$ cat src/assert_macros.svh
// Assertion macros shared by the calibrator RTL.
// Each macro samples on clk and is disabled while rst_n is low.
`ifndef ASSERT_MACROS_SVH
`define ASSERT_MACROS_SVH
// Plain invariant that must hold at every clock edge.
`define GBSC_CHECK(lbl, expr, msg) \
  lbl: assert property (@(posedge clk) disable iff (!rst_n) (expr)) else $error(msg);
// Implication checked at every clock edge.
`define GBSC_IMPLY(lbl, ante, cons, msg) \
  lbl: assert property (@(posedge clk) disable iff (!rst_n) (ante) |-> (cons)) else $error(msg);
`endif

$ cat src/gbsc_pkg.sv
// Package for the gyro bias calibrator: sizes, codes, shared types and helpers.
// No dependencies.
package gbsc_pkg;

  localparam int MAX_SAMPLES = 1024;
  localparam int FRAC_BITS   = 4;

  localparam int AW      = $clog2(MAX_SAMPLES);
  localparam int CNT_W   = AW + 1;
  localparam int RAW_W   = 16;
  localparam int SMP_W   = 3 * RAW_W;
  localparam int VAL_W   = 21;
  localparam int SC_W    = 11;
  localparam int CLIP_W  = 12;
  localparam int CFG_IDX_W = 8;
  localparam int CFG_DAT_W = 12;
  localparam int S_W     = RAW_W + AW;
  localparam int Q_W     = 2 * RAW_W - 1 + AW;
  localparam int NQ_W    = 2 * RAW_W - 1 + 2 * AW;
  localparam int CLIP2_W = 2 * CLIP_W;
  localparam int LIM_W   = CLIP2_W + NQ_W;
  localparam int CMP_W   = 80;
  localparam int D_W     = RAW_W + AW + 2;
  localparam int DVD_W   = S_W + FRAC_BITS + 1;
  localparam int DVS_W   = CNT_W + 1;
  localparam int WIDE_W  = DVD_W + 1;
  localparam int MUL_W   = 32;

  localparam logic [CLIP_W-1:0]    CLIP_FLOOR = CLIP_W'(26);
  localparam logic [CFG_IDX_W-1:0] IDX_SAMPLE_COUNT = CFG_IDX_W'(0);
  localparam logic [CFG_IDX_W-1:0] IDX_CLIP_SIGMA   = CFG_IDX_W'(1);
  localparam logic [SC_W-1:0]      SC_RESET   = SC_W'(1000);
  localparam logic [CLIP_W-1:0]    CLIP_RESET = CLIP_W'(768);

  localparam logic signed [WIDE_W-1:0] VAL_HI = WIDE_W'(2 ** (VAL_W - 1) - 1);
  localparam logic signed [WIDE_W-1:0] VAL_LO = WIDE_W'(-(2 ** (VAL_W - 1)));

  typedef struct packed {
    logic             start;
    logic [DVD_W-1:0] dividend;
    logic [DVS_W-1:0] divisor;
  } div_req_t;

  typedef struct packed {
    logic             done;
    logic [DVD_W-1:0] quo;
  } div_rsp_t;

  function automatic logic signed [VAL_W-1:0] sat_val(input logic signed [WIDE_W-1:0] v);
    logic signed [VAL_W-1:0] r;
    if (v > VAL_HI) r = VAL_HI[VAL_W-1:0];
    else if (v < VAL_LO) r = VAL_LO[VAL_W-1:0];
    else r = v[VAL_W-1:0];
    return r;
  endfunction

  function automatic logic signed [VAL_W-1:0] corr_val(input logic signed [RAW_W-1:0] raw,
                                                        input logic signed [VAL_W-1:0] bias);
    logic signed [WIDE_W-1:0] w;
    w = (WIDE_W'(raw) <<< FRAC_BITS) - WIDE_W'(bias);
    return sat_val(w);
  endfunction

  function automatic logic signed [RAW_W-1:0] axis_val(input logic [SMP_W-1:0] w,
                                                        input logic [1:0] ax);
    logic signed [RAW_W-1:0] r;
    unique case (ax)
      2'd0:    r = w[RAW_W-1:0];
      2'd1:    r = w[2*RAW_W-1:RAW_W];
      default: r = w[3*RAW_W-1:2*RAW_W];
    endcase
    return r;
  endfunction

endpackage

$ cat src/gbsc_mul.sv
// Shared unsigned multiplier with a registered product.
// Depends on gbsc_pkg.
module gbsc_mul
  import gbsc_pkg::*;
(
  input  logic               clk,
  input  logic [MUL_W-1:0]   a,
  input  logic [MUL_W-1:0]   b,
  output logic [2*MUL_W-1:0] p_r
);

  always_ff @(posedge clk) begin
    p_r <= a * b;
  end

endmodule

$ cat config.mk
export PLATFORM = sky130hd
export DESIGN_NAME = gbsc_mul
export DESIGN_NICKNAME = d
export VERILOG_FILES = /design/src/assert_macros.svh /design/src/gbsc_pkg.sv /design/src/gbsc_mul.sv
export SDC_FILE = /design/constraint.sdc
export NUM_CORES = 2
export LEC_CHECK = 0
export BUFFER_PORTS_ARGS = -buffer_cell sky130_fd_sc_hd__buf_2
export CAP_MARGIN = 5
export CORE_MARGIN = 1.5
export CORE_UTILIZATION = 60
export DETAILED_ROUTE_END_ITERATION = 12
export PLACE_DENSITY = 0.81
export SLEW_MARGIN = 10
export SYNTH_ARGS = -nofsm -noshare
export SYNTH_HDL_FRONTEND = slang
export SYNTH_SLANG_ARGS = --single-unit
$ cat constraint.sdc
create_clock -name clk -period 6.35 [get_ports clk]
set_input_delay 0 -clock clk [delete_from_list [all_inputs] [get_ports clk]]
set_output_delay 0 -clock clk [all_outputs]
set_load 0.1 [all_outputs]
# Word-level counts from Yosys, hierarchy flattened
# Index checks and enable logic that the tools add are counted.
[totals]
word_cells = 2
reg_bits = 64
output_inout_bits = 64
[classes]
multipliers = 1
[op_table]
columns = ["op", "count"]
rows = [
  ["$mul 32x32->64", 1],
]

# Logic depth before layout (Yosys ltp)
[depth]
ltp_word = 1
ltp_mapped = 29
depth_no_buf = 27

# Worst setup path after synthesis
# No wires, ideal clock.
[synth_path]
kind = "input-to-reg"
from = "input port a[25]"
to = "register p_r[62]"
path_stages = 25
t_arrival_ns = 6.681
n_path_buf = 2
slack_ns = -0.403
path_cell_list = "clkbuf_1 > nand2_1 > fa_1 > inv_1 > fa_1 > inv_1 > fa_1 > inv_1 > fa_1 > fa_1 > fa_1 > fa_1 > inv_1 > fa_1 > inv_1 > ha_1 > buf_2 > nand4_1 > or4_1 > or3_1 > a31oi_1 > a31o_2 > a211oi_1 > o21ai_1 > xor2_1"
[synth_between]
elab_chain_cells = 1
[synth_rtl]
columns = ["item", "line_no", "source"]
rows = [
  ["start: declaration", "gbsc_mul.sv:7", "input logic [MUL_W-1:0] a,"],
  ["$mul 32x32->64", "gbsc_mul.sv:13", "p_r <= a * b;"],
  ["end signal: assignment", "gbsc_mul.sv:13", ""],
  ["end: declaration", "gbsc_mul.sv:9", "output logic [2*MUL_W-1:0] p_r"],
]
# Every way passes these cells.

# Worst setup path after layout
[layout_path]
from = "input port a[15]"
to = "register p_r[54]"
# Same word-level chain as after synthesis.

==> out/results.txt <==
die height: 243 um
vias in the first global route: 30,230
CTS buffer count: 9
multi-input combinational cell area: 30,200 um2
worst-margin pin slew: 593 ps
Detail Route Antenna Nets: 0
Cell variety after synth: 57
clock period minus worst slack: 6610 ps
grt peak-use layer: met2
Setup violations, final: 23
Std-Cell Rows: 87
GRT met3 Usage: 4.91%
Hold WC Path Type: in2reg
max FFs per register: 64
final worst slack: -262 ps
main area contributors after synthesis: fa_1, and2_1, ha_1
Crit. Startpoint: a[15]
fin util: 71.2%
fin crit share: 104%
placed insts: 4,763
NumNets Final: 5,269
wire length per cell: 20.5 um
Synth top cells by count: fa_1, inv_1, and2_1
Max FO, Critical Path: 17
H-tree depth: 3
met2 layer usage reported by global route: 59.0%
hold path startpoint: b[0]
most frequent cell after synthesis: fa_1
Die Area: 59,200 um2
Pins Over Slew Limit: 0
core area: 56,700 um2
via count: 27,169
clock-pin slew on the worst setup and hold paths: 60 ps
max-cap violations: 0
class of the most critical setup path: in2reg
YS warnings: 0
Worst EP arrival: 6820 ps
Syn Area/Cell: 9.25 um2
slew margin rel.: 60.2%
CTS tree: done
number of synthesized flops with an enable pin: 0
TNS Setup: -2890 ps
First DRT Iteration DRCs: 1,819
top_reg_cell synth: dfxtp_1
area share of the largest cell type after synthesis: 51.7%
I/O pins: 129
post-synthesis sequential area ratio: 3.69%
synthesized flop and latch total: 64
Req. time, crit path: 6560 ps
DR pass1 iterations: 5
endpoint class of the critical path: flip-flop
violated checks: setup timing
first-pass GRT wire length: 154,000 um
DRC viols: 0
Worst setup SP type: primary input
area leader, netlist: fa_1
detailed placer's ending HPWL: 79,800 um
Post-Syn Area: 34,700 um2
Post-synth ARST share: 0%
largest register by flop count: p_r
crit path to: p_r[54]
Layout area overhead: 16.4%
Ant. Diodes: 0
Fmax achieved: 151 MHz
Longest Clk Path Bufs: 2
Clock Sinks: 64
largest net degree at the start of global routing: 23
met1 global-route usage: 37.8%
share of layout cells above drive strength 1: 17.9%
gpl congestion: 0.948
initial antenna violation count: 0
Post-Synthesis Cells: 3,748
total global-route track usage: 33.4%
final hold viol count: 0
unrepaired setup endpoints after global routing: true
Non-Filler Instances: 4,805
PortBufs: 128
final WL: 98,500 um
Vias/cell: 5.65
Chip Width: 243 um
Fillers: 3,877
Synthesized Nets: 4,972
largest registers: p_r (64)
status: complete, but fails checks
Storage cell area: 1280 um2
Initial Util: 61.1%
GRT overflow: 0
CTS Root Cell: clkbuf_16
-- cells by family (layout without fill, tap and decap cells) --
logic type | Yosys count | in the layout | share of synthesized area, %
simple gates | 1177 | 1177 | 17.6
mux | 1 | 1 | 0.0289
fa+ha+maj | 1159 | 1159 | 61.2
compound gates | 202 | 202 | 4.15
buf+inv | 1085 | 1386 | 11.8
xor+xnor | 60 | 60 | 1.52
flops | 64 | 64 | 3.69
-- metrics by stage --
stage | worst slack (ps) | instance area [um2] | hold WS [ps]
floorplan | -179 | 35100 | 127
global placement | -683 | 38300 | 550
detailed placement | -789 | 38300 | 550
CTS | -194 | 39600 | 384
global route | -420 | 40400 | 420
finish | -262 | 40400 | 400
-- layer usage --
layer | vias to the layer above | part of all wire (%)
met4 | 0 | 8.0
li1 | 11439 | -
met1 | 13768 | 33
met3 | 492 | 7.6
met2 | 1470 | 51
met5 | - | 0
-- worst max-delay path, stage by stage --
cell	delay, ps
buf_12	130
and2_1	180
fa_1	520
fa_1	580
inv_1	70
fa_1	500
fa_1	390
inv_1	250
fa_1	540
fa_1	590
fa_1	430
fa_1	490
ha_4	300
nand4_1	190
or4_4	480
or3_4	350
a31oi_1	170
buf_4	160
a31o_4	190
buf_4	120
a21boi_2	50
xnor2_1	130
-- how the worst min path moves through the flow --
stage / endpoint / slack, ps / cells past startpoint
4_1_cts: p_r[0] / 380 / 3
6_report: p_r[0] / 400 / 3
3_3_place_gp: p_r[2] / 550 / 1
2_1_floorplan: p_r[0] / 130 / 1
3_5_place_dp: p_r[5] / 550 / 1
5_1_grt: p_r[0] / 420 / 3
-- final cells by class --
cell class / count / share of cell area, %
multi-input cells: 2599 / 74.8
repair buffers: 506 / 10.9
inverters: 865 / 8.05
flip-flops and latches: 64 / 3.18
well taps: 756 / 2.34
clock buffers: 12 / 0.611
clock inverters: 3 / 0.105
-- timing repair --
action | in CTS | in global routing
gates cloned | 3 | 2
resized for setup | 206 | 150
hold buffers | 0 | 0
endpoints found under the setup margin | 28 | 29
pin swaps | 106 | 123
buffers inserted | 13 | 10
-- cells in the final DEF, fill, tap and decap left out, types with 30 or more instances in the layout --
cell,count
inv_1,843
fa_1,843
and2_1,572
nand2_1,473
buf_4,327
ha_1,238
buf_2,76
dfxtp_1,64
fa_2,53
buf_6,52
a21oi_1,44
a21o_1,40
xnor2_1,33
and2_4,30
Power is left out: the tool's default activity adds up to more than one toggle a clock period on the data nets, which glitch-free logic cannot reach.
