$ cat config.mk
export PLATFORM = sky130hd
export DESIGN_NAME = gbsc_div
export DESIGN_NICKNAME = d
export VERILOG_FILES = /design/src/assert_macros.svh /design/src/gbsc_pkg.sv /design/src/gbsc_div.sv
export SDC_FILE = /design/constraint.sdc
export NUM_CORES = 1
export LEC_CHECK = 0
export BUFFER_PORTS_ARGS = -buffer_cell sky130_fd_sc_hd__buf_2
export CAP_MARGIN = 30
export CORE_MARGIN = 2
export CORE_UTILIZATION = 50
export CTS_BUF_LIST = sky130_fd_sc_hd__clkbuf_4 sky130_fd_sc_hd__clkbuf_8
export DETAILED_ROUTE_END_ITERATION = 12
export GPL_ROUTABILITY_DRIVEN = 0
export PLACE_DENSITY = 0.74
export SYNTH_ARGS = -nofsm -noshare
export SYNTH_HDL_FRONTEND = slang
export SYNTH_SLANG_ARGS = --single-unit
$ cat constraint.sdc
create_clock -name clk -period 3.8 [get_ports clk]
set_input_delay 0 -clock clk [delete_from_list [all_inputs] [get_ports clk]]
set_output_delay 0 -clock clk [all_outputs]
set_load 0.005 [all_outputs]
$ cat src/assert_macros.svh
// Assertion macros shared by the calibrator RTL.
// Each macro samples on clk and is disabled while rst_n is low.
`ifndef ASSERT_MACROS_SVH
`define ASSERT_MACROS_SVH
// Plain invariant that must hold at every clock edge.
`define GBSC_CHECK(lbl, expr, msg) \
  lbl: assert property (@(posedge clk) disable iff (!rst_n) (expr)) else $error(msg);
// Implication checked at every clock edge.
`define GBSC_IMPLY(lbl, ante, cons, msg) \
  lbl: assert property (@(posedge clk) disable iff (!rst_n) (ante) |-> (cons)) else $error(msg);
`endif

$ cat src/gbsc_pkg.sv
// Package for the gyro bias calibrator: sizes, codes, shared types and helpers.
// No dependencies.
package gbsc_pkg;

  localparam int MAX_SAMPLES = 1024;
  localparam int FRAC_BITS   = 4;

  localparam int AW      = $clog2(MAX_SAMPLES);
  localparam int CNT_W   = AW + 1;
  localparam int RAW_W   = 16;
  localparam int SMP_W   = 3 * RAW_W;
  localparam int VAL_W   = 21;
  localparam int SC_W    = 11;
  localparam int CLIP_W  = 12;
  localparam int CFG_IDX_W = 8;
  localparam int CFG_DAT_W = 12;
  localparam int S_W     = RAW_W + AW;
  localparam int Q_W     = 2 * RAW_W - 1 + AW;
  localparam int NQ_W    = 2 * RAW_W - 1 + 2 * AW;
  localparam int CLIP2_W = 2 * CLIP_W;
  localparam int LIM_W   = CLIP2_W + NQ_W;
  localparam int CMP_W   = 80;
  localparam int D_W     = RAW_W + AW + 2;
  localparam int DVD_W   = S_W + FRAC_BITS + 1;
  localparam int DVS_W   = CNT_W + 1;
  localparam int WIDE_W  = DVD_W + 1;
  localparam int MUL_W   = 32;

  localparam logic [CLIP_W-1:0]    CLIP_FLOOR = CLIP_W'(26);
  localparam logic [CFG_IDX_W-1:0] IDX_SAMPLE_COUNT = CFG_IDX_W'(0);
  localparam logic [CFG_IDX_W-1:0] IDX_CLIP_SIGMA   = CFG_IDX_W'(1);
  localparam logic [SC_W-1:0]      SC_RESET   = SC_W'(1000);
  localparam logic [CLIP_W-1:0]    CLIP_RESET = CLIP_W'(768);

  localparam logic signed [WIDE_W-1:0] VAL_HI = WIDE_W'(2 ** (VAL_W - 1) - 1);
  localparam logic signed [WIDE_W-1:0] VAL_LO = WIDE_W'(-(2 ** (VAL_W - 1)));

  typedef struct packed {
    logic             start;
    logic [DVD_W-1:0] dividend;
    logic [DVS_W-1:0] divisor;
  } div_req_t;

  typedef struct packed {
    logic             done;
    logic [DVD_W-1:0] quo;
  } div_rsp_t;

  function automatic logic signed [VAL_W-1:0] sat_val(input logic signed [WIDE_W-1:0] v);
    logic signed [VAL_W-1:0] r;
    if (v > VAL_HI) r = VAL_HI[VAL_W-1:0];
    else if (v < VAL_LO) r = VAL_LO[VAL_W-1:0];
    else r = v[VAL_W-1:0];
    return r;
  endfunction

  function automatic logic signed [VAL_W-1:0] corr_val(input logic signed [RAW_W-1:0] raw,
                                                        input logic signed [VAL_W-1:0] bias);
    logic signed [WIDE_W-1:0] w;
    w = (WIDE_W'(raw) <<< FRAC_BITS) - WIDE_W'(bias);
    return sat_val(w);
  endfunction

  function automatic logic signed [RAW_W-1:0] axis_val(input logic [SMP_W-1:0] w,
                                                        input logic [1:0] ax);
    logic signed [RAW_W-1:0] r;
    unique case (ax)
      2'd0:    r = w[RAW_W-1:0];
      2'd1:    r = w[2*RAW_W-1:RAW_W];
      default: r = w[3*RAW_W-1:2*RAW_W];
    endcase
    return r;
  endfunction

endpackage

$ cat src/gbsc_div.sv
// Restoring divider, one quotient bit per cycle.
// Depends on gbsc_pkg.
module gbsc_div
  import gbsc_pkg::*;
(
  input  logic     clk,
  input  logic     rst_n,
  input  div_req_t req,
  output div_rsp_t rsp
);

  localparam int CW = $clog2(DVD_W + 1);

  logic [DVD_W-1:0] dvd_r;
  logic [DVS_W-1:0] dvs_r;
  logic [DVS_W:0]   rem_r;
  logic [CW-1:0]    cnt_r;
  logic             busy_r;
  logic             done_r;
  logic [DVS_W:0]   shifted;
  logic             ge;

  assign shifted = {rem_r[DVS_W-1:0], dvd_r[DVD_W-1]};
  assign ge      = shifted >= {1'b0, dvs_r};

  always_ff @(posedge clk) begin
    if (!rst_n) begin
      busy_r <= 1'b0;
      done_r <= 1'b0;
      cnt_r  <= '0;
    end else begin
      done_r <= 1'b0;
      if (req.start) begin
        busy_r <= 1'b1;
        cnt_r  <= CW'(DVD_W);
        dvd_r  <= req.dividend;
        dvs_r  <= req.divisor;
        rem_r  <= '0;
      end else if (busy_r) begin
        rem_r <= ge ? shifted - {1'b0, dvs_r} : shifted;
        dvd_r <= {dvd_r[DVD_W-2:0], ge};
        cnt_r <= cnt_r - CW'(1);
        if (cnt_r == CW'(1)) begin
          busy_r <= 1'b0;
          done_r <= 1'b1;
        end
      end
    end
  end

  assign rsp.done = done_r;
  assign rsp.quo  = dvd_r;

endmodule

== After elaboration in Yosys (flattened, before gate mapping) ==
Cells that the tools add are included.
Word-level totals
  bits in registers: 62
  logic and storage cells: 26
  bits of input ports: 46
Operators by class
  order comparisons: 1
  muxes and demuxes: 10
  $add $sub $neg: 2
  equality and inequality tests: 1
  reductions and logical operators: 4
  bitwise gates (word level): 2
Operator list (number)
  31-bit 2-to-1 mux: 2
  12-bit 2-to-1 mux: 2
  13-bit by 12-bit >= comparator with 1-bit output: 1
  12-bit subtractor: 1
  5-bit 2-to-1 mux: 2
  5-bit by 1-bit equality test with 1-bit output, second input constant: 1
  5-bit by 1-bit subtractor with 5-bit output, second input constant: 1
  1-bit 2-to-1 mux: 4
  2-bit AND reduction: 2
  3-bit OR reduction: 1
  1-bit inverter: 2
  2-bit nonzero test: 1

== Longest topological paths before layout ==
Gate-level depths: netlist of run 1.
  depth in word-level cells: 4
  gate-level depth with buffers: 9

== Least setup slack after synthesis of run 1 ==
No wires, ideal clock.
  path type: register -> register
  start: register dvd_r[30]
  end: register rem_r[10], data pin
  setup slack: 1.697 ns
  required time: 3.538 ns
  arrival: 1.840 ns
  path buffers: 0
  setup time: 0.262 ns
  cell stages (with the launch flop): 10
  path through: edfxtp_1 -> inv_1 -> ha_1 -> fa_1 -> nand2b_1 -> a21oi_1 -> or3_4 -> a211oi_2 -> xor2_1 -> a21oi_1
On the way
  longest elaborated chain between the ends: 3
Ends and longest elaborated chain
  start, declared: RTL line gbsc_div.sv:14  | logic [DVD_W-1:0] dvd_r;
  start signal, assigned: RTL line gbsc_div.sv:36  | dvd_r <= req.dividend;
  start signal, assigned: RTL line gbsc_div.sv:41  | dvd_r <= {dvd_r[DVD_W-2:0], ge};
  12-bit subtractor or 13-bit by 12-bit >= comparator with 1-bit output (tied branches): RTL line gbsc_div.sv:40, gbsc_div.sv:24
  12-bit 2-to-1 mux (*): RTL line gbsc_div.sv:40  | rem_r <= ge ? shifted - {1'b0, dvs_r} : shifted;
  12-bit 2-to-1 mux (*): RTL line gbsc_div.sv:39  | end else if (busy_r) begin
  end signal, assigned: RTL line gbsc_div.sv:40
  end, declared: RTL line gbsc_div.sv:16  | logic [DVS_W:0] rem_r;
Mark *: on every way between the ends. The rest lies on a longest branch, timed or not. The select of a mux whose other input is x is not followed.
A chain may end at the register's enable or synchronous reset.

== Worst setup path after layout of run 1 ==
Same ends and word-level chain as after synthesis.

==> summary.md, run 1 <==
| Metric | Value |
|---|---|
| Status | `completed` |
| Clock Tree Buf Depth | `2` |
| Maxcap violations | `0` |
| Inst Count DP | `396` |
| Final Cycle Share | `62.80%` |
| Most frequent cells in the layout | `buf_2, edfxtp_1, dlygate4sd3_1, mux2_2, inv_1` |
| Final wirelength | `8.108 mm` |
| Post-synthesis cell type count | `47` |
| # DRC | `0` |
| Grt ovf | `0` |
| Unrepaired setup endpoints after global routing | `false` |
| Max-slew violations | `0` |
| # hold bufs at CTS | `44` |
| Detail Placement HPWL | `4.820 mm` |
| VDD IR max | `399.5 uV` |
| Synthesis-stage register bit count | `62` |
| Yosys Warn Count | `0` |
| Setup crit end kind | `register` |
| Post-synth top area share | `51.22%` |
| Die area | `7107 um2` |
| Synthesized area per cell | `13.00 um2` |
| Required time of the critical path | `3.89 ns` |
| Most used flip-flop cell after synthesis | `edfxtp_1` |
| Rel. slew slack | `62.53%` |
| Peak Freq | `0.4191 GHz` |
| Area delta synth->final | `34.15%` |
| Crit Path Max Fanout | `3` |
| PD cells | `413.7 nW/um2` |
| Syn_nets | `309` |
| Worst clock skew | `0.008666 ns` |
| Nets | `435` |
| First-pass GRT wire length | `13.12 mm` |
| Vias per std cell | `5.522` |
| Die W | `84.31 um` |
| Row cnt | `29` |
| Share of layout cells above drive strength 1 | `36.94%` |
| CTS sink count | `62` |
| CTS root buffer | `clkbuf_8` |
| Total Neg Setup Slack | `0 ns` |
| CTS buffer count | `9` |
| Critical path arrival | `2.48 ns` |
| Commonest non-fill, non-tap cell in the layout | `buf_2` |
| Type of the most critical hold path | `primary input to register` |
| Final Hold Viols | `0` |
| I/O Buffers | `77` |
| Starting density of the core | `51.37%` |
| Post-CTS Setup Bufs | `0` |
| Period minus WS final | `2.386 ns` |
| Leak | `0.001764 uW` |
| Startpoint Class | `register` |
| Largest area contributor in the netlist | `edfxtp_1` |
| Diodes inserted | `0` |
| H-tree levels | `3` |
| Worst slew pin tran | `0.5614 ns` |
| Syn Inst Count | `248` |
| Setup CP Type | `register to register` |
| Min Hold Slack | `0.1822 ns` |
| Top cells by area, synth | `edfxtp_1, mux2_2, ha_1` |
| Hold Path Stages | `2` |
| Initial antenna violation count | `0` |
| Post-synth EDFFs | `55` |
| FF-to-FF path depth | `9` |
| Number of DRC markers in iteration 0 | `173` |
| DR vias | `2,518` |
| Clock Latency Late Sink | `0.35 ns` |
| Vias in the first global route | `2,644` |
| Antenna-violating nets left | `0` |
| Ys async rst share | `0%` |
| TritonCTS clock tree | `built` |
| GRT Total Usage | `24.03%` |
| Drt wl/cell | `17.78 um` |
| Seq/Total Area, Yosys | `55.57%` |
| Cell Count, Final, Fillers Out | `456` |
| Die height | `84.31 um` |
| Post-CTS sizing | `0` |
| Finish-stage setup viols | `0` |
| Core ar. | `6277 um2` |
| Syn Std Cell Area | `3224 um2` |
| Worst-path clk slew | `0.07 ns` |
| Drt first pass iters | `4` |
| Pin count of the biggest net entering global routing | `27` |
| I/O Pins | `78` |
==> flip-flops by register name, summed over array words and instances (netlist names) <==
signal	count
dvd_r	31
busy_r	1
dvs_r	12
cnt_r	5
rem_r	12
done_r	1
==> where the power goes <==
| group | total [uW] | switching [uW] | internal, uW | leakage [uW] |
|---|---|---|---|---|
| sequential | 842 | 31.6 | 810 | 0.000583 |
| clock | 552 | 266 | 286 | 0.0000925 |
| combinational | 396 | 204 | 192 | 0.00109 |
| total | 1790 | 501 | 1290 | 0.00176 |
==> final timing paths <==
check | from | end | slack [ns]
hold reg to reg | dvd_r[11]$_DFFE_PP_ | dvd_r[12]$_DFFE_PP_ | 0.58
hold / removal | req[43] | rem_r[4]$_SDFFCE_PP0P_ | 0.18
setup reg to reg | dvd_r[30]$_DFFE_PP_ | rem_r[10]$_SDFFCE_PP0P_ | 1.41
setup / recovery | dvd_r[30]$_DFFE_PP_ | rem_r[10]$_SDFFCE_PP0P_ | 1.41
==> critical path, stage by stage, from the launching register on <==
cell and delay (ns):
edfxtp_1 0.44, inv_1 0.09, ha_1 0.18, fa_1 0.23, nand2b_1 0.18, a21oi_1 0.09
or3_4 0.39, a211oi_2 0.25, xor2_1 0.20, a21oi_1 0.09
==> synthesized netlist by cell type (2+ instances only) <==
| library cell | count |
|---|---|
| a211o_1 | 2 |
| a211oi_1 | 6 |
| a211oi_2 | 2 |
| a21boi_0 | 6 |
| a21oi_1 | 14 |
| a21oi_2 | 2 |
| buf_2 | 2 |
| clkbuf_1 | 5 |
| dfxtp_1 | 7 |
| edfxtp_1 | 55 |
| ha_1 | 14 |
| inv_1 | 20 |
| mux2_2 | 31 |
| nand2_1 | 9 |
| nand2b_1 | 3 |
| nand3_1 | 8 |
| nand4_1 | 2 |
| nor2_1 | 7 |
| nor3_1 | 4 |
| nor4b_1 | 2 |
| o21a_1 | 2 |
| o21ai_0 | 8 |
| o2bb2ai_1 | 2 |
| or3_1 | 2 |
| xnor2_1 | 8 |
| xor2_1 | 4 |
==> logic make-up after synthesis <==
group | synth area share, %
xor gates and xnor gates | 3.260
buffers and inverters | 3.570
and+or+nand+nor | 6.908
adders and majority gates | 6.054
AOI/OAI and AO/OA | 13.81
muxes | 10.83
DFF | 55.57
==> stage by stage <==
step	area (um2)	util (%)	setup WS (ns)	power (uW)
2_1_floorplan	3224	-	1.697	1097
3_3_place_gp	3679	58.60	1.504	1191
3_5_place_dp	3699	58.92	1.474	1203
4_1_cts	4325	68.91	1.442	1778
5_1_grt	4325	68.91	1.262	1859
6_report	4325	68.91	1.414	1790
==> per-layer routing <==
| layer | share of wire (%) | global-route usage [%] | routed length [um] |
|---|---|---|---|
| met5 | 0 | 0 | 0 |
| met4 | 3.3 | 11.73 | 271 |
| met3 | 6.3 | 5.310 | 514 |
| met2 | 49 | 40.69 | 3988 |
| met1 | 41 | 29.05 | 3334 |
==> cell type report <==
class | count | area [um2]
clock inverters | 3 | 20.02
multi-input cells | 157 | 1319
inverters | 21 | 78.83
well taps | 77 | 96.34
repair buffers | 123 | 853.3
fillers | 426 | 1952
flip-flops and latches | 62 | 1792
clock buffers | 13 | 166.4
Note: power is estimated with default switching activity, not from simulation.
==> run 2: changes to the inputs <==
- ABC_AREA: default -> 1
- clock period: 3.8 -> 2.3 ns (I/O delays scaled with it)
==> run 2 against run 1 <==
  * Synthesized cell count is 67% higher
  * Sequential cell count did not move
  * Sequential share of layout area shrank 2.7 points
  * Clock power grew 110%
  * Critical path type unchanged
  * Critical endpoint is now rem_r[11]$_SDFFCE_PP0P_
  * Largest cell class unchanged
==> summary.md, run 2 <==
| Metric | Value |
|---|---|
| RR Endpoint | `rem_r[11]$_SDFFCE_PP0P_` |
| Die area | `7621 um2` |
| I/O Pins | `78` |
| Worst clock skew | `0.008435 ns` |
| Crit Path Max Fanout | `19` |
| Critical path arrival | `2.23 ns` |
| Most frequent cells in the layout | `nand2_1, buf_2, edfxtp_1, inv_1, dlygate4sd3_1` |
| Antenna-violating nets left | `0` |
| PD cells | `700.6 nW/um2` |
| Nets | `601` |
| Ys async rst share | `0%` |
| Crit Reg-Reg Startpoint | `rem_r[6]$_SDFFCE_PP0P_` |
| Synthesized area per cell | `8.401 um2` |
| Maxcap violations | `0` |
| Worst slew pin tran | `0.5624 ns` |
| H-tree levels | `3` |
| Worst-path clk slew | `0.07 ns` |
| Commonest non-fill, non-tap cell in the layout | `nand2_1` |
| Diodes inserted | `0` |
| Cell Count, Final, Fillers Out | `625` |
| Final wirelength | `8.869 mm` |
| Syn Inst Count | `413` |
| Post-synthesis cell type count | `31` |
| Detail Placement HPWL | `5.478 mm` |
| Row cnt | `30` |
| GRT Total Usage | `24.75%` |
| Top cells by area, synth | `edfxtp_1, nand2_1, inv_1` |
| Setup slack, reg-to-reg | `0.16 ns` |
| Setup crit end kind | `register` |
| Startpoint Class | `register` |
| Final Hold Viols | `0` |
| Post-synth EDFFs | `55` |
| Finish-stage setup viols | `0` |
| Number of DRC markers in iteration 0 | `229` |
| Syn Std Cell Area | `3470 um2` |
| Pin count of the biggest net entering global routing | `28` |
| Largest registers | `dvd_r: 31 flops, dvs_r: 12 flops, rem_r: 12 flops` |
| Clock Latency Late Sink | `0.33 ns` |
| Yosys Warn Count | `0` |
| CTS root buffer | `clkbuf_8` |
| Met3 wire len | `664 um` |
| TritonCTS clock tree | `built` |
| Setup CP Type | `register to register` |
| Required time of the critical path | `2.39 ns` |
| Synthesis-stage register bit count | `62` |
| WL met2 | `4.425 mm` |
| First-pass GRT wire length | `14.53 mm` |
| Post-synth top area share | `47.60%` |
| Setup crit start | `rem_r[6]$_SDFFCE_PP0P_` |
| Final Cycle Share | `92.91%` |
| Unrepaired setup endpoints after global routing | `false` |
| Initial antenna violation count | `0` |
| CTS sink count | `62` |
| Top-count cell post-synth | `nand2_1` |
| Top sig layer | `met4` |
| Leak | `0.002315 uW` |
| Largest area contributor in the netlist | `edfxtp_1` |
| Core ar. | `6756 um2` |
| Starting density of the core | `51.35%` |
| I/O Buffers | `77` |
| Seq/Total Area, Yosys | `51.64%` |
| Commonest cells post-synth | `nand2_1, edfxtp_1, inv_1, nor2_1, ha_1` |
| Vias per std cell | `5.059` |
| Hold Path Stages | `2` |
| Drt first pass iters | `5` |
| Max reg flops | `31` |
| Clock Tree Buf Depth | `2` |
| Largest Register | `dvd_r` |
| Type of the most critical hold path | `primary input to register` |
| Worst setup path end | `rem_r[11]$_SDFFCE_PP0P_` |
| Drt wl/cell | `14.19 um` |
| Rel. slew slack | `62.46%` |
| Most used flip-flop cell after synthesis | `edfxtp_1` |
| Status | `completed` |
| Syn_nets | `474` |
| M1 wire length | `3.581 mm` |
| # DRC | `0` |
| DR vias | `3,162` |
| Post-CTS sizing | `0` |
| Area delta synth->final | `33.29%` |
| VDD IR max | `559.3 uV` |
| FF-to-FF path depth | `10` |
| Final core utilization | `68.44%` |
| Total Neg Setup Slack | `0 ns` |
| Die height | `87.30 um` |
| Inst Count DP | `564` |
| Share of layout cells above drive strength 1 | `23.49%` |
| Die W | `87.30 um` |
| CTS buffer count | `9` |
| Grt ovf | `0` |
| Vias in the first global route | `3,097` |
| Max-slew violations | `0` |
| Peak Freq | `0.4679 GHz` |
| Min Hold Slack | `0.3769 ns` |
| Period minus WS final | `2.137 ns` |
[run 2: logic make-up (layout without fill, tap and decap cells)]
family	after synthesis	after routing	share of synthesized area [%]
AND/OR/NAND/NOR	251	251	31.45
buffers and inverters	67	199	7.862
flip-flops	62	62	51.64
adder cells (fa/ha/maj)	15	15	5.626
AO/OA/AOI/OAI	14	14	2.416
XOR/XNOR	4	4	1.010
[run 2: metrics by stage]
step / cell area (um2) / total power [uW] / worst slack (ns)
final: 4624 / 3240 / 0.1630
after global placement: 3938 / 2018 / 0.2283
after CTS: 4624 / 3227 / 0.1627
after detailed placement: 3938 / 2034 / 0.2096
after floorplan: 3473 / 1857 / 0.2049
after global routing: 4624 / 3398 / 0.02582
[run 2: layout make-up]
cell class	instances	area, um2
Fill cell	516	2132
Multi-Input combinational cell	284	1416
Tap cell	80	100.1
Inverter	57	214.0
Timing Repair Buffer	126	865.8
Clock buffer	9	123.9
Clock inverter	7	112.6
Sequential cell	62	1792
[run 2: repair_timing]
| action | CTS | global route |
|---|---|---|
| endpoints found under the hold margin | 47 | 0 |
| buffers inserted | 0 | 0 |
| hold buffers | 45 | 0 |
[run 2: critical path, stage by stage, from the launching register on]
cell and delay [ns]:
edfxtp_1 0.42, ha_1 0.40, nand2_2 0.11, nor2_4 0.14
inv_2 0.05, nor2_4 0.11, nand2_4 0.08, nand3_4 0.24
inv_1 0.13, nor2_1 0.14, nor2_1 0.05
[run 2: worst min-delay path by stage]
stage | startpoint | end | slack [ns]
final | req[10] | dvs_r[10]$_DFFE_PP_ | 0.38
after detailed placement | req[10] | dvs_r[10]$_DFFE_PP_ | 0.18
after CTS | req[10] | dvs_r[10]$_DFFE_PP_ | 0.36
after global routing | req[9] | dvs_r[9]$_DFFE_PP_ | 0.37
after floorplan | rst_n | cnt_r[2]$_SDFFE_PN0N_ | 0.1
after global placement | req[2] | dvs_r[2]$_DFFE_PP_ | 0.18
[run 2: power breakdown]
part / switching (uW) / total [uW] / leakage, uW / internal, uW
combinational: 414 / 703 / 0.00161 / 289
sequential: 52.6 / 1390 / 0.000586 / 1340
clock: 433 / 1150 / 0.000119 / 714
total: 900 / 3240 / 0.00231 / 2340
[run 2: routing by layer]
layer	up-vias	track usage [%]
li1	1557	-
met1	1450	31.40
met2	134	41.39
met3	21	6.540
met4	0	7.692
met5	-	0
==> run 3: changes to the inputs <==
- CORE_ASPECT_RATIO: default -> 0.8
==> run 3 against run 2 <==
  * Sequential cell count stayed put
  * Total power fell by 8.0%
  * Non-clock buffer count is 2 higher
  * Clock skew hardly changed
  * Cell count rose by 1.4%
  * Hold slack got worse by 0.017 ns
==> summary.md, run 3 (synthesis gave the netlist of run 2 again) <==
| Metric | Value |
|---|---|
| # DRC | `0` |
| PD cells | `646.5 nW/um2` |
| CP Buf/Inv Count | `2` |
| Largest registers | `dvd_r: 31 flops, dvs_r: 12 flops, rem_r: 12 flops` |
| Core ar. | `6790 um2` |
| Final worst setup slack | `0.1615 ns` |
| Top Family by Delay on Critical Path | `simple AND/OR/NAND/NOR gates` |
| Area delta synth->final | `32.92%` |
| Required time of the critical path | `2.41 ns` |
| Worst slew pin tran | `0.5872 ns` |
| Worst clock skew | `0.008828 ns` |
| Hold path start | `req[6]` |
| Crit Path Max Fanout | `3` |
| I/O Pins | `78` |
| Cell Int Power | `2079 uW` |
| Final Cycle Share | `92.98%` |
| Initial antenna violation count | `0` |
| Clock Tree Buf Depth | `2` |
| Row cnt | `27` |
| Clock group share of total power | `29.3%` |
| VDD IR max | `442.4 uV` |
| Setup CP Type | `register to register` |
| CTS buffer count | `9` |
| Crit Reg-Reg Startpoint | `dvd_r[30]$_DFFE_PP_` |
| Antenna-violating nets left | `0` |
| Peak Freq | `0.4676 GHz` |
| CP cell instances | `inv_1 -> ha_1 -> fa_1 -> inv_1 -> nand3_1 -> nand3_1 -> nand2_1 -> nand2_1 -> nand2_1 -> nand2_1 -> nand2_2 -> nand2_1 -> nor2_2` |
| GRT Total Usage | `22.92%` |
| Final Hold Viols | `0` |
| Setup crit start | `dvd_r[30]$_DFFE_PP_` |
| Largest Register | `dvd_r` |
| Rel. slew slack | `60.81%` |
| Die area | `7626 um2` |
| Max-slew violations | `0` |
| Die height | `78.51 um` |
| Startpoint Class | `register` |
| Drt first pass iters | `5` |
| First-pass GRT wire length | `13.61 mm` |
| CTS root buffer | `clkbuf_8` |
| Final wirelength | `8.396 mm` |
| Max reg flops | `31` |
| Worst-path clk slew | `0.07 ns` |
| Setup crit end kind | `register` |
| Commonest non-fill, non-tap cell in the layout | `nand2_1` |
| Starting density of the core | `51.10%` |
| Pin count of the biggest net entering global routing | `46` |
| Nets | `603` |
| Diodes inserted | `0` |
| Period minus WS final | `2.139 ns` |
| Most used cell along the critical path | `nand2_1` |
| Total power | `2981 uW` |
| Detail Placement HPWL | `5.455 mm` |
| Share of power burned in registers | `46.5%` |
| DR vias | `3,109` |
| Switch share | `30.26%` |
| Total Neg Setup Slack | `0 ns` |
| Pre-CTS setup slack | `0.1630 ns` |
| Critical path arrival | `2.24 ns` |
| Number of DRC markers in iteration 0 | `203` |
| Unrepaired setup endpoints after global routing | `false` |
| Drt wl/cell | `13.24 um` |
| H-tree levels | `3` |
| Grt ovf | `0` |
| Combinational Power Share | `24.3%` |
| CTS sink count | `62` |
| CP max stage cell | `fa_1` |
| Leak | `0.002307 uW` |
| Most frequent cells in the layout | `nand2_1, buf_2, edfxtp_1, inv_1, dlygate4sd3_1` |
| I/O Buffers | `77` |
| Type of the most critical hold path | `primary input to register` |
| Die W | `97.14 um` |
| Sw Pwr | `902.1 uW` |
| Finish-stage setup viols | `0` |
| TritonCTS clock tree | `built` |
| Crit-path max cell delay | `0.41 ns` |
| Clock Latency Late Sink | `0.35 ns` |
| Vias per std cell | `4.904` |
| Share of layout cells above drive strength 1 | `23.77%` |
| Vias in the first global route | `2,876` |
| Maxcap violations | `0` |
| Status | `completed` |
[run 3: layout make-up]
class                      instances  area, um2
fill                             523       2178
timing repair buffer             128      905.9
clock buffer                      12      152.6
tap                               87      108.9
multi-input combinational        284       1416
inverter                          57      214.0
sequential                        62       1792
clock inverter                     4      22.52
[run 3: what timing repair did]
item	4_1_cts	5_1_grt
endpoints found under the setup margin	0	1
hold endpoints to repair	47	0
setup buffers	0	2
hold buffers	45	0
gates resized for setup	0	0
[run 3: stage by stage]
stage | util [%] | instances | instance area (um2) | hold WS (ns)
finish | 67.92 | 634 | 4612 | 0.3603
detailed placement | 58.49 | 571 | 3971 | 0.1781
floorplan | - | 413 | 3473 | 0.09763
global route | 67.92 | 634 | 4612 | 0.3481
global placement | 58.49 | 571 | 3971 | 0.1762
CTS | 67.70 | 632 | 4597 | 0.3413
[run 3: path summary, 6_finish.rpt]
kind / slack (ns) / endpoint / cells past startpoint
setup / recovery: 0.16 / rem_r[8]$_SDFFCE_PP0P_ / 13
hold / removal: 0.36 / dvs_r[6]$_DFFE_PP_ / 2
hold reg to reg: 0.50 / cnt_r[4]$_SDFFE_PN0N_ / 2
setup reg to reg: 0.16 / rem_r[8]$_SDFFCE_PP0P_ / 13
[run 3: power by group through the flow]
stage	registers (uW)	logic (uW)	clock network (uW)
after floorplan	1400	453	0
after global placement	1400	629	0
after detailed placement	1410	645	0
after CTS	1380	710	887
after global routing	1390	811	942
final	1380	723	873
[run 3: metal layers]
metal	GRT usage, %	up-vias	wire length (um)
li1	-	1556	-
met1	30.44	1421	3778
met2	37.22	115	3999
met3	6.768	17	465
met4	5.775	0	152
met5	0	-	0
